`config.mk`:
```
export PLATFORM = sky130hd
export DESIGN_NAME = dedup_set_table
export DESIGN_NICKNAME = d
export VERILOG_FILES = /design/src/rtl/dst_pkg.sv /design/src/rtl/dst_datapath.sv /design/src/rtl/dst_ctrl.sv /design/src/rtl/dedup_set_table.sv
export SDC_FILE = /design/constraint.sdc
export NUM_CORES = 2
export LEC_CHECK = 0
export BUFFER_PORTS_ARGS = -buffer_cell sky130_fd_sc_hd__buf_4
export CORE_UTILIZATION = 30
export DETAILED_ROUTE_END_ITERATION = 10
export HOLD_SLACK_MARGIN = 0.02
export PLACE_DENSITY_LB_ADDON = 0.15
export REMOVE_ABC_BUFFERS = 1
export SYNTH_ARGS = -nofsm -noshare
export SYNTH_HDL_FRONTEND = slang
export SYNTH_SLANG_ARGS = --single-unit
```
`constraint.sdc`:
```
create_clock -name clk -period 7 [get_ports clk]
set_input_delay 1.4 -clock clk [delete_from_list [all_inputs] [get_ports clk]]
set_output_delay 1.4 -clock clk [all_outputs]
set_load 0.02 [all_outputs]
```
`src/rtl/dst_pkg.sv`:
```
`timescale 1ns / 1ps
`default_nettype none
// ----------------------------------------------------------------------------
// dst_pkg
// Shared types and constants for the dedup set table: opcodes, status codes,
// controller states and the command / status bundles between the two halves.
// ----------------------------------------------------------------------------
package dst_pkg;

    localparam int CAPACITY_DEF = 64;
    localparam int HANDLE_W     = 32;
    localparam int SIZE_W       = 7;

    typedef enum logic [1:0] {
        OP_ADD    = 2'd0,
        OP_REMOVE = 2'd1,
        OP_CLEAR  = 2'd2,
        OP_LIST   = 2'd3
    } op_t;

    typedef enum logic [2:0] {
        ST_ADDED    = 3'd0,
        ST_PRESENT  = 3'd1,
        ST_REMOVED  = 3'd2,
        ST_NOTFOUND = 3'd3,
        ST_NULL     = 3'd4,
        ST_FULL     = 3'd5,
        ST_CLEARED  = 3'd6,
        ST_LISTED   = 3'd7
    } status_t;

    typedef enum logic [2:0] {
        S_IDLE,
        S_DISPATCH,
        S_SCAN,
        S_RM_WR,
        S_LIST
    } ctrl_state_t;

    typedef struct packed {
        logic    load;
        logic    rd_idx;
        logic    rd_last;
        logic    save_slot;
        logic    wr_append;
        logic    wr_remove;
        logic    clr;
        logic    emit;
        status_t emit_status;
        logic    emit_entry;
        logic    emit_last;
    } dp_cmd_t;

    typedef struct packed {
        op_t  op;
        logic hzero;
        logic hit;
        logic rd_valid;
        logic idx_end;
        logic full;
        logic cnt_zero;
        logic rd_at_last;
    } dp_stat_t;

endpackage
`default_nettype wire

```
`src/rtl/dst_datapath.sv`:
```
`timescale 1ns / 1ps
`default_nettype none
// ----------------------------------------------------------------------------
// dst_datapath
// Entry memory, fill count, scan index, read register and result registers.
// ----------------------------------------------------------------------------
module dst_datapath #(
    parameter int CAPACITY = dst_pkg::CAPACITY_DEF
) (
    input  wire logic                          clk,
    input  wire logic                          rst_n,
    input  wire logic [1:0]                    opcode,
    input  wire logic [dst_pkg::HANDLE_W-1:0]  handle,
    input  wire dst_pkg::dp_cmd_t              cmd,
    output dst_pkg::dp_stat_t                  stat,
    output logic [2:0]                         status,
    output logic [dst_pkg::HANDLE_W-1:0]       entry,
    output logic                               has_entry,
    output logic                               last,
    output logic [dst_pkg::SIZE_W-1:0]         set_size,
    output logic                               result_valid
);

    localparam int IW = $clog2(CAPACITY);
    localparam int CW = $clog2(CAPACITY + 1);

    logic [dst_pkg::HANDLE_W-1:0] mem [CAPACITY];

    dst_pkg::op_t                 op_reg;
    logic [dst_pkg::HANDLE_W-1:0] handle_reg;
    logic [CW-1:0]                idx_reg;
    logic [CW-1:0]                idx_next;
    logic [CW-1:0]                count_reg;
    logic [CW-1:0]                count_next;
    logic [IW-1:0]                rd_addr_reg;
    logic [dst_pkg::HANDLE_W-1:0] rdata_reg;
    logic                         rd_valid_reg;
    logic [IW-1:0]                slot_reg;
    logic [IW-1:0]                last_addr;

    dst_pkg::status_t             status_reg;
    logic [dst_pkg::HANDLE_W-1:0] entry_reg;
    logic                         has_entry_reg;
    logic                         last_reg;
    logic [dst_pkg::SIZE_W-1:0]   set_size_reg;
    logic                         result_valid_reg;

    assign last_addr = IW'(count_reg - CW'(1));

    always_comb
    begin
        count_next = count_reg;
        if (cmd.clr)
        begin
            count_next = '0;
        end
        else if (cmd.wr_append)
        begin
            count_next = count_reg + CW'(1);
        end
        else if (cmd.wr_remove)
        begin
            count_next = count_reg - CW'(1);
        end
    end

    always_comb
    begin
        idx_next = idx_reg;
        if (cmd.load)
        begin
            idx_next = '0;
        end
        else if (cmd.rd_idx)
        begin
            idx_next = idx_reg + CW'(1);
        end
    end

    always_ff @(posedge clk or negedge rst_n)
    begin
        if (!rst_n)
        begin
            count_reg        <= '0;
            idx_reg          <= '0;
            rd_valid_reg     <= 1'b0;
            result_valid_reg <= 1'b0;
        end
        else
        begin
            count_reg        <= count_next;
            idx_reg          <= idx_next;
            rd_valid_reg     <= cmd.rd_idx | cmd.rd_last;
            result_valid_reg <= cmd.emit;
        end
    end

    always_ff @(posedge clk)
    begin
        if (cmd.load)
        begin
            op_reg     <= dst_pkg::op_t'(opcode);
            handle_reg <= handle;
        end
        if (cmd.save_slot)
        begin
            slot_reg <= rd_addr_reg;
        end
        if (cmd.emit)
        begin
            status_reg    <= cmd.emit_status;
            entry_reg     <= cmd.emit_entry ? rdata_reg : '0;
            has_entry_reg <= cmd.emit_entry;
            last_reg      <= cmd.emit_last;
            set_size_reg  <= dst_pkg::SIZE_W'(count_next);
        end
    end

    // entry memory: one write port, one registered read port
    always_ff @(posedge clk)
    begin
        if (cmd.wr_append)
        begin
            mem[count_reg[IW-1:0]] <= handle_reg;
        end
        else if (cmd.wr_remove)
        begin
            mem[slot_reg] <= rdata_reg;
        end
    end

    always_ff @(posedge clk)
    begin
        if (cmd.rd_idx)
        begin
            rdata_reg   <= mem[idx_reg[IW-1:0]];
            rd_addr_reg <= idx_reg[IW-1:0];
        end
        else if (cmd.rd_last)
        begin
            rdata_reg   <= mem[last_addr];
            rd_addr_reg <= last_addr;
        end
    end

    always_comb
    begin
        stat.op         = op_reg;
        stat.hzero      = (handle_reg == '0);
        stat.hit        = rd_valid_reg && (rdata_reg == handle_reg);
        stat.rd_valid   = rd_valid_reg;
        stat.idx_end    = (idx_reg == count_reg);
        stat.full       = (count_reg == CW'(CAPACITY));
        stat.cnt_zero   = (count_reg == '0);
        stat.rd_at_last = ((CW'(rd_addr_reg) + CW'(1)) == count_reg);
    end

    assign status       = status_reg;
    assign entry        = entry_reg;
    assign has_entry    = has_entry_reg;
    assign last         = last_reg;
    assign set_size     = set_size_reg;
    assign result_valid = result_valid_reg;

endmodule
`default_nettype wire

```
`src/rtl/dst_ctrl.sv`:
```
`timescale 1ns / 1ps
`default_nettype none
// ----------------------------------------------------------------------------
// dst_ctrl
// Controller state machine: dispatches the opcode, sequences the entry scan,
// the swap-remove write and the list walk.
// ----------------------------------------------------------------------------
module dst_ctrl (
    input  wire logic              clk,
    input  wire logic              rst_n,
    input  wire logic              start,
    input  wire dst_pkg::dp_stat_t stat,
    output dst_pkg::dp_cmd_t       cmd,
    output logic                   busy
);

    dst_pkg::ctrl_state_t state_reg;
    dst_pkg::ctrl_state_t state_next;

    always_ff @(posedge clk or negedge rst_n)
    begin
        if (!rst_n)
        begin
            state_reg <= dst_pkg::S_IDLE;
        end
        else
        begin
            state_reg <= state_next;
        end
    end

    always_comb
    begin
        state_next      = state_reg;
        cmd             = '0;
        cmd.emit_status = dst_pkg::ST_ADDED;
        cmd.emit_last   = 1'b1;
        case (state_reg)
            dst_pkg::S_IDLE:
            begin
                if (start)
                begin
                    cmd.load   = 1'b1;
                    state_next = dst_pkg::S_DISPATCH;
                end
            end
            dst_pkg::S_DISPATCH:
            begin
                case (stat.op)
                    dst_pkg::OP_CLEAR:
                    begin
                        cmd.clr         = 1'b1;
                        cmd.emit        = 1'b1;
                        cmd.emit_status = dst_pkg::ST_CLEARED;
                        state_next      = dst_pkg::S_IDLE;
                    end
                    dst_pkg::OP_LIST:
                    begin
                        if (stat.cnt_zero)
                        begin
                            cmd.emit        = 1'b1;
                            cmd.emit_status = dst_pkg::ST_LISTED;
                            state_next      = dst_pkg::S_IDLE;
                        end
                        else
                        begin
                            state_next = dst_pkg::S_LIST;
                        end
                    end
                    default:
                    begin
                        if (stat.hzero)
                        begin
                            cmd.emit        = 1'b1;
                            cmd.emit_status = dst_pkg::ST_NULL;
                            state_next      = dst_pkg::S_IDLE;
                        end
                        else
                        begin
                            state_next = dst_pkg::S_SCAN;
                        end
                    end
                endcase
            end
            dst_pkg::S_SCAN:
            begin
                if (stat.hit)
                begin
                    if (stat.op == dst_pkg::OP_ADD)
                    begin
                        cmd.emit        = 1'b1;
                        cmd.emit_status = dst_pkg::ST_PRESENT;
                        state_next      = dst_pkg::S_IDLE;
                    end
                    else
                    begin
                        cmd.save_slot = 1'b1;
                        cmd.rd_last   = 1'b1;
                        state_next    = dst_pkg::S_RM_WR;
                    end
                end
                else if (stat.idx_end)
                begin
                    cmd.emit   = 1'b1;
                    state_next = dst_pkg::S_IDLE;
                    if (stat.op == dst_pkg::OP_ADD)
                    begin
                        if (stat.full)
                        begin
                            cmd.emit_status = dst_pkg::ST_FULL;
                        end
                        else
                        begin
                            cmd.wr_append   = 1'b1;
                            cmd.emit_status = dst_pkg::ST_ADDED;
                        end
                    end
                    else
                    begin
                        cmd.emit_status = dst_pkg::ST_NOTFOUND;
                    end
                end
                else
                begin
                    cmd.rd_idx = 1'b1;
                end
            end
            dst_pkg::S_RM_WR:
            begin
                // last entry moves into the freed slot
                cmd.wr_remove   = 1'b1;
                cmd.emit        = 1'b1;
                cmd.emit_status = dst_pkg::ST_REMOVED;
                state_next      = dst_pkg::S_IDLE;
            end
            dst_pkg::S_LIST:
            begin
                if (stat.rd_valid)
                begin
                    cmd.emit        = 1'b1;
                    cmd.emit_status = dst_pkg::ST_LISTED;
                    cmd.emit_entry  = 1'b1;
                    cmd.emit_last   = stat.rd_at_last;
                    if (stat.rd_at_last)
                    begin
                        state_next = dst_pkg::S_IDLE;
                    end
                end
                if (!stat.idx_end)
                begin
                    cmd.rd_idx = 1'b1;
                end
            end
            default:
            begin
                state_next = dst_pkg::S_IDLE;
            end
        endcase
    end

    assign busy = (state_reg != dst_pkg::S_IDLE);

endmodule
`default_nettype wire

```
`src/rtl/dedup_set_table.sv`:
```
`timescale 1ns / 1ps
`default_nettype none
// ----------------------------------------------------------------------------
// dedup_set_table
// Unordered set of non-zero handles with add, swap-remove, clear and list.
//
//   channel   signals                                   handshake
//   -------   ---------------------------------------   ---------------------
//   command   opcode, handle                            start & !busy
//   result    status, entry, has_entry, last, set_size  result_valid, 1 cycle
//
// add and remove scan the entries through the single read port of the entry
// memory, one entry per cycle; remove then moves the last entry into the
// freed slot. list gives one result per cycle; clear and a null handle end
// in the dispatch state. reset clears the fill count, not the entries; none
// is read above the count, so there is no clearing pass. results cannot be
// held off; a new command is taken in the cycle the final result shows.
// ----------------------------------------------------------------------------
module dedup_set_table #(
    parameter int CAPACITY = dst_pkg::CAPACITY_DEF
) (
    input  wire logic                          clk,
    input  wire logic                          rst_n,
    input  wire logic                          start,
    output logic                               busy,
    input  wire logic [1:0]                    opcode,
    input  wire logic [dst_pkg::HANDLE_W-1:0]  handle,
    output logic                               result_valid,
    output logic [2:0]                         status,
    output logic [dst_pkg::HANDLE_W-1:0]       entry,
    output logic                               has_entry,
    output logic                               last,
    output logic [dst_pkg::SIZE_W-1:0]         set_size
);

    dst_pkg::dp_cmd_t  cmd;
    dst_pkg::dp_stat_t stat;

    dst_ctrl u_ctrl (
        .clk   (clk),
        .rst_n (rst_n),
        .start (start),
        .stat  (stat),
        .cmd   (cmd),
        .busy  (busy)
    );

    dst_datapath #(
        .CAPACITY (CAPACITY)
    ) u_datapath (
        .clk          (clk),
        .rst_n        (rst_n),
        .opcode       (opcode),
        .handle       (handle),
        .cmd          (cmd),
        .stat         (stat),
        .status       (status),
        .entry        (entry),
        .has_entry    (has_entry),
        .last         (last),
        .set_size     (set_size),
        .result_valid (result_valid)
    );

    a_end_with_last: assert property (@(posedge clk) disable iff (!rst_n)
        $fell(busy) |-> (result_valid && last))
        else $error("transaction ended without a final result");

    a_list_burst: assert property (@(posedge clk) disable iff (!rst_n)
        (result_valid && !last) |=> result_valid)
        else $error("list burst broken");

    a_entry_only_listed: assert property (@(posedge clk) disable iff (!rst_n)
        (result_valid && has_entry) |-> (status == dst_pkg::ST_LISTED))
        else $error("entry on a non-list result");

    a_size_bound: assert property (@(posedge clk) disable iff (!rst_n)
        result_valid |-> (set_size <= dst_pkg::SIZE_W'(CAPACITY)))
        else $error("set size above capacity");

    a_accept_busy: assert property (@(posedge clk) disable iff (!rst_n)
        (start && !busy) |=> busy)
        else $error("accepted transaction did not raise busy");

endmodule
`default_nettype wire
```
* Yosys cells after proc, flatten, opt, wreduce, memory -nomap -nowiden *
Memories as Yosys holds them, arrays and structs flattened.
Cells that the tools add are included.

operators by class
  reduce and logical (&&, ||, !) cells = 11
  equal/unequal tests = 14
  bitwise gates (word level) = 1
  add/sub/neg operators = 4
  muxes and demuxes = 53

operator list
  kind                   count
  $mux W32               3
  $mux W7                5
  $eq A32 B32 Y1         1
  $logic_not A32 Y1      1
  $reduce_or A32 Y1      1
  $mux W3                9
  $mux W6                4
  $mux W4                5
  $mux W1                17
  $pmux W4 S4            1
  $add A7 B1 Y7 const B  2
  $eq A7 B7 Y1           2
  $pmux W3 S4            1
  $mux W2                5
  $pmux W4 S2            1
  $add A6 B1 Y7 const B  1
  $eq A7 B7 Y1 const B   1
  $logic_not A7 Y1       1
  $sub A7 B1 Y7 const B  1
  $eq A3 B2 Y1 const B   2
  $pmux W3 S2            1
  $eq A2 B2 Y1 const B   2
  $ne A2 B1 Y1 const B   2
  $reduce_and A4 Y1      1
  other kinds (12)       13

word-level totals
  memories kept = 1
  flip-flop bits (word level) = 141
  input port bits = 37
  bits in writable memories = 2048
  output and inout bits = 46

memories
  name            depth  width  rd ports  clocked after Yosys merged registers in  write ports  line                RTL
  u_datapath.mem  64     32     2         0                                        1            dst_datapath.sv:27  logic [dst_pkg::HANDLE_W-1:0] mem [CAPACITY];

* Depth between registers and ports, before layout *
  depth after elaboration = 10
  depth in mapped cells = 20
  depth with buffers taken out = 9

* Hierarchy *
Synthesis repeated with hierarchy kept, for this count alone.

second synthesis, totals
  cell total of the unflattened synthesis = 5349
  area, all modules = 101274.6 um^2

modules (own cells, without submodules)
  module        times used  cells each  area each (um^2)
  dst_datapath  1           5302        100884.3
  dst_ctrl      1           47          390.4

* Least setup slack after synthesis *
OpenSTA, ideal clock, no wires.

  path type = register -> register
  from = register u_datapath.count_reg[0]
  to = memory u_datapath.mem[47][0] (netlist bit) (enable)
  stages on the path, launching flop included = 16
  arrival = 5.443 ns
  slack = 1.096 ns
  library setup time = 0.461 ns
  buffers on the path = 7
  clock period less this slack = 5.904 ns
  cell sequence = dfrtp_1 > buf_6 > buf_6 > buf_6 > buf_4 > inv_1 > buf_4 > buf_2 > ha_1 > nor4b_1 > a311oi_1 > nand4_1 > a311oi_2 > a21oi_1 > clkbuf_1 > nor3_1

on the way
  cells in the longest elaborated chain, start to end = 10
  elaborated cells on any way between the ends = 14
  classes of those cells = eq/ne: 2; mux: 11; reduce/logical: 1

RTL lines
  item                                          line                 RTL
  start, declared                               dst_datapath.sv:33   logic [CW-1:0] count_reg;
  start signal, assigned                        dst_datapath.sv:91   count_reg <= count_next;
  $eq A7 B7 Y1                                  dst_datapath.sv:153  stat.full = (count_reg == CW'(CAPACITY));
  $mux W1                                       dst_ctrl.sv:108      if (stat.full)
  $mux W1                                       dst_ctrl.sv:106      if (stat.op == dst_pkg::OP_ADD)
  $mux W1                                       dst_ctrl.sv:102      else if (stat.idx_end)
  $mux W1                                       dst_ctrl.sv:87       if (stat.hit)
  $mux W3                                       dst_ctrl.sv:38       case (state_reg)
  $mux W1                                       dst_datapath.sv:122  if (cmd.wr_append)
  $mux W1 (implied by the code)                 dst_datapath.sv:128  mem[slot_reg] <= rdata_reg;
  $reduce_or A32 Y1 (no line)                   n/a
  $mux W6 (no line) or $mux W1 (tied branches)  n/a
  end, declared                                 dst_datapath.sv:27

Parallel ways exist; a longest one is shown, timed or not.

* Worst setup path after layout *
  from = register u_datapath.rdata_reg[0] (netlist bit)
  to = register u_datapath.rdata_reg[15] (netlist bit) (enable)

on the way
  cells in the longest elaborated chain, start to end = 5
  elaborated cells on any way between the ends = 7
  classes of those cells = eq/ne: 1; mux: 4; reduce/logical: 2

RTL lines
  item                                    line                 RTL
  start, declared                         dst_datapath.sv:36   logic [dst_pkg::HANDLE_W-1:0] rdata_reg;
  start signal, assigned                  dst_datapath.sv:136  rdata_reg <= mem[idx_reg[IW-1:0]];
  start signal, assigned                  dst_datapath.sv:141  rdata_reg <= mem[last_addr];
  $eq A32 B32 Y1 *                        dst_datapath.sv:150  stat.hit = rd_valid_reg && (rdata_reg == handle_reg);
  $logic_and A1 B1 Y1 *                   dst_datapath.sv:150
  $mux W1 or $mux W2 (tied branches)      dst_ctrl.sv:87
  $pmux W1 S2 or $mux W3 (tied branches)  dst_ctrl.sv:38
  $reduce_bool A2 Y1 (no line) *          n/a

Mark *: on every way between the ends. The rest lies on a longest branch, timed or not.
A chain may end at the register's enable or synchronous reset.

==> results.md <==
### Synth
* library cell with the largest summed area after synthesis: sky130_fd_sc_hd__edfxtp_1
* number of flip-flops and latches in the synthesized netlist: 2189
* Yosys cell types: 61
* Mapped Avg Cell Area: 19.8 um2
* biggest area contributors in the synthesized netlist: sky130_fd_sc_hd__edfxtp_1, sky130_fd_sc_hd__mux4_2, sky130_fd_sc_hd__mux2i_1
* post-synthesis instance area: 0.101 mm2
* number of synthesized flops with an enable pin: 2170
* top flip-flop cell by instance count after synthesis: sky130_fd_sc_hd__edfxtp_1
* count of yosys warnings during synthesis: 0
* area fraction of the dominant cell type after synthesis: 64.2%
* post-synthesis instance total: 5118
* register area share after synthesis: 64.7%
* Post-synth ARST share: 0.868%

### CTS
* CTS H-tree depth: 4
* setup fix buffers added after clock tree synthesis: 0
* CTS tree: built
* Hold Buf Count CTS: 0
* worst-skew pair later-pin latency: 0.94 ns
* cell at the root of the clock tree: sky130_fd_sc_hd__clkbuf_16
* total clock sinks: 2189
* buffers from clock root to sink, at most: 4
* CTS resizes: 0
* clock buffers created by TritonCTS: 245
* clock transition time at the flip-flop clock pins of the worst setup and hold paths: 0.06 ns

### Floorplan
* placeable core region: 0.337 mm2
* die width: 584 um
* floorplan row count: 213
* die area: 0.341 mm2
* height of the chip: 584 um
* num ports: 83
* initial standard-cell utilization of the core: 30.2%

### Worst setup path
* Reg2Reg Capture Point: u_datapath.rdata_reg[15]
* CP Launch Point: u_datapath.rdata_reg[0]
* endpoint of the worst setup timing path: u_datapath.rdata_reg[15]
* kind of start point of the critical path: flip-flop
* worst endpoint data arrival time: 6.14 ns
* maximum fanout count along the critical path: 39
* crit end category: flip-flop
* type of the setup path with the least slack: flip-flop to flip-flop
* register-to-register setup slack: 1.22 ns
* number of cells traversed by the worst register-to-register path: 7
* required time at the endpoint of the critical path: 7.35 ns
* startpoint of the most critical register-to-register path: u_datapath.rdata_reg[0]

### Global route
* Total Routing Usage GR: 23.4%
* aggregate global routing overflow: 0
* first-pass GRT wire length: 540000 um
* number of antenna violations at the first check in global routing: 28
* maximum number of pins on one net before global-route repair: 101
* via count of the first global-routing pass: 58300

### Layout
* commonest cells after routing, fill and taps aside: sky130_fd_sc_hd__edfxtp_1, sky130_fd_sc_hd__mux4_2, sky130_fd_sc_hd__nand2_1
* ratio of cells with drive above 1 in the final layout: 34.6%
* final net count: 5318
* flip-flop count of the largest register after layout: 2048
* layout overhead on the synthesized area: 14.9%
* non-filler instance count after layout: 10000
* commonest non-fill, non-tap cell in the layout: sky130_fd_sc_hd__edfxtp_1
* Top reg by flops: u_datapath.mem

### Pwr
* power per unit of standard cell area: 457 mW/mm2
* Max VDD drop: 0.513 mV
* Leak: 35.3 nW

### Drt
* number of iterations in the first detailed-routing pass: 7
* vias per std cell: 5.88
* post-DR wirelength/cell: 40.4 um
* number of DRC violations after detailed-routing iteration 0: 7973
* vias: 58800
* overall routed net length: 404000 um
* number of DRC violations after detailed routing: 0
* Antenna Nets Post-Route: 0

### STA
* final count of pins violating max slew: 0
* Worst Hold Margin: 0.375 ns
* Setup TNS: 0 ns
* final setup fails: 0
* crit path time final: 5.78 ns
* Hold Fails Final Rpt: 0
* highest achievable clock rate: 0.173 GHz
* worst rel slew slack: 4.88%
* post-route fraction of the period consumed by the critical path: 82.6%
* worst-case clock skew: 0.0649 ns
* RSZ-0062 raised after global routing: false
* slew at the pin closest to its max-slew limit: 1.42 ns

### Place
* placed cell count: 9545
* port bufs: 82
* detailed-placement wirelength estimate: 241000 um
* Placer Congestion: 0.866

### Run
* max-cap violation count: 0

### Min path
* class of the tightest hold or removal check: input port to asynchronous set/reset pin

### Outcome
* run status: completed

[per-stage QoR]
stage | total power, mW | utilization [%] | setup WS, ns | cell area, um2
4_1_cts | 53.7 | 34.7 | 1.32 | 117000
2_1_floorplan | 30.6 | - | -39.66 | 99400
5_1_grt | 55.0 | 34.7 | 1.34 | 117000
6_report | 53.4 | 34.7 | 1.22 | 117000
3_3_place_gp | 40.8 | 32.3 | 1.28 | 109000
3_5_place_dp | 40.6 | 32.3 | 1.43 | 109000
[per-layer routing]
metal	wire [um]	global-route usage, %
met5	44	0
met4	17600	9.29
met3	30900	4.42
met2	192000	37.6
met1	163000	31.3
[cell usage after synthesis, types with 19 or more instances]
cell and instances:
sky130_fd_sc_hd__a31oi_1 37, sky130_fd_sc_hd__o21ai_0 58, sky130_fd_sc_hd__buf_4 81, sky130_fd_sc_hd__a22oi_1 20, sky130_fd_sc_hd__dfrtp_1 19, sky130_fd_sc_hd__buf_2 127
sky130_fd_sc_hd__mux2i_1 164, sky130_fd_sc_hd__and2_1 46, sky130_fd_sc_hd__nor2_1 115, sky130_fd_sc_hd__buf_6 19, sky130_fd_sc_hd__o211ai_1 38, sky130_fd_sc_hd__a221oi_1 46
sky130_fd_sc_hd__nor3_1 62, sky130_fd_sc_hd__xnor2_1 45, sky130_fd_sc_hd__clkbuf_1 152, sky130_fd_sc_hd__edfxtp_1 2170, sky130_fd_sc_hd__a32oi_1 29, sky130_fd_sc_hd__buf_1 24
sky130_fd_sc_hd__nand2_1 365, sky130_fd_sc_hd__a21oi_1 52, sky130_fd_sc_hd__mux4_2 1117, sky130_fd_sc_hd__nand3_1 111
[worst min path at each step]
| stage | slack, ns | cells after the start | start | endpoint |
|---|---|---|---|---|
| floorplan | 0.45 | 0 | u_datapath.rd_addr_reg[1] | u_datapath.slot_reg[1] |
| global placement | 0.52 | 0 | u_datapath.rd_addr_reg[1] | u_datapath.slot_reg[1] |
| detailed placement | 0.51 | 0 | u_datapath.rd_addr_reg[1] | u_datapath.slot_reg[1] |
| CTS | 0.33 | 1 | rst_n | u_datapath.result_valid |
| global route | 0.35 | 1 | rst_n | u_datapath.result_valid |
| finish | 0.37 | 1 | rst_n | u_datapath.result_valid |
[critical path, stage by stage, from the launching register on]
cell	delay, ns
sky130_fd_sc_hd__edfxtp_1	0.55
sky130_fd_sc_hd__xnor2_1	0.67
sky130_fd_sc_hd__nand4_1	0.34
sky130_fd_sc_hd__nor4_2	0.50
sky130_fd_sc_hd__a311oi_1	0.33
sky130_fd_sc_hd__o21ai_4	1.15
sky130_fd_sc_hd__buf_4	0.66
sky130_fd_sc_hd__nand2_4	0.86
[power by group]
part	internal [mW]	switching (mW)
combinational	8.79	14.4
clock	7.52	5.54
sequential	16.3	0.796
[final cells by class]
type,count,area [um2]
diodes,10,25.0
fillers,31200,220000
clock buffers,286,6360
well taps,4515,5650
multi-input cells,2507,34300
inverters,19,75.1
repair buffers,315,3030
clock inverters,161,1590
flip-flops and latches,2189,65700
[cell families after synthesis]
| group | Yosys count | share of synthesized area [%] |
|---|---|---|
| XOR/XNOR | 61 | 0.526 |
| flip-flops | 2189 | 64.7 |
| AO/OA/AOI/OAI | 390 | 2.79 |
| AND/OR/NAND/NOR | 766 | 3.35 |
| multiplexers | 1286 | 26.5 |
| buffers and inverters | 422 | 2.16 |
| adder cells (fa/ha/maj) | 4 | 0.0493 |
Note: power is estimated with default switching activity, not from simulation.
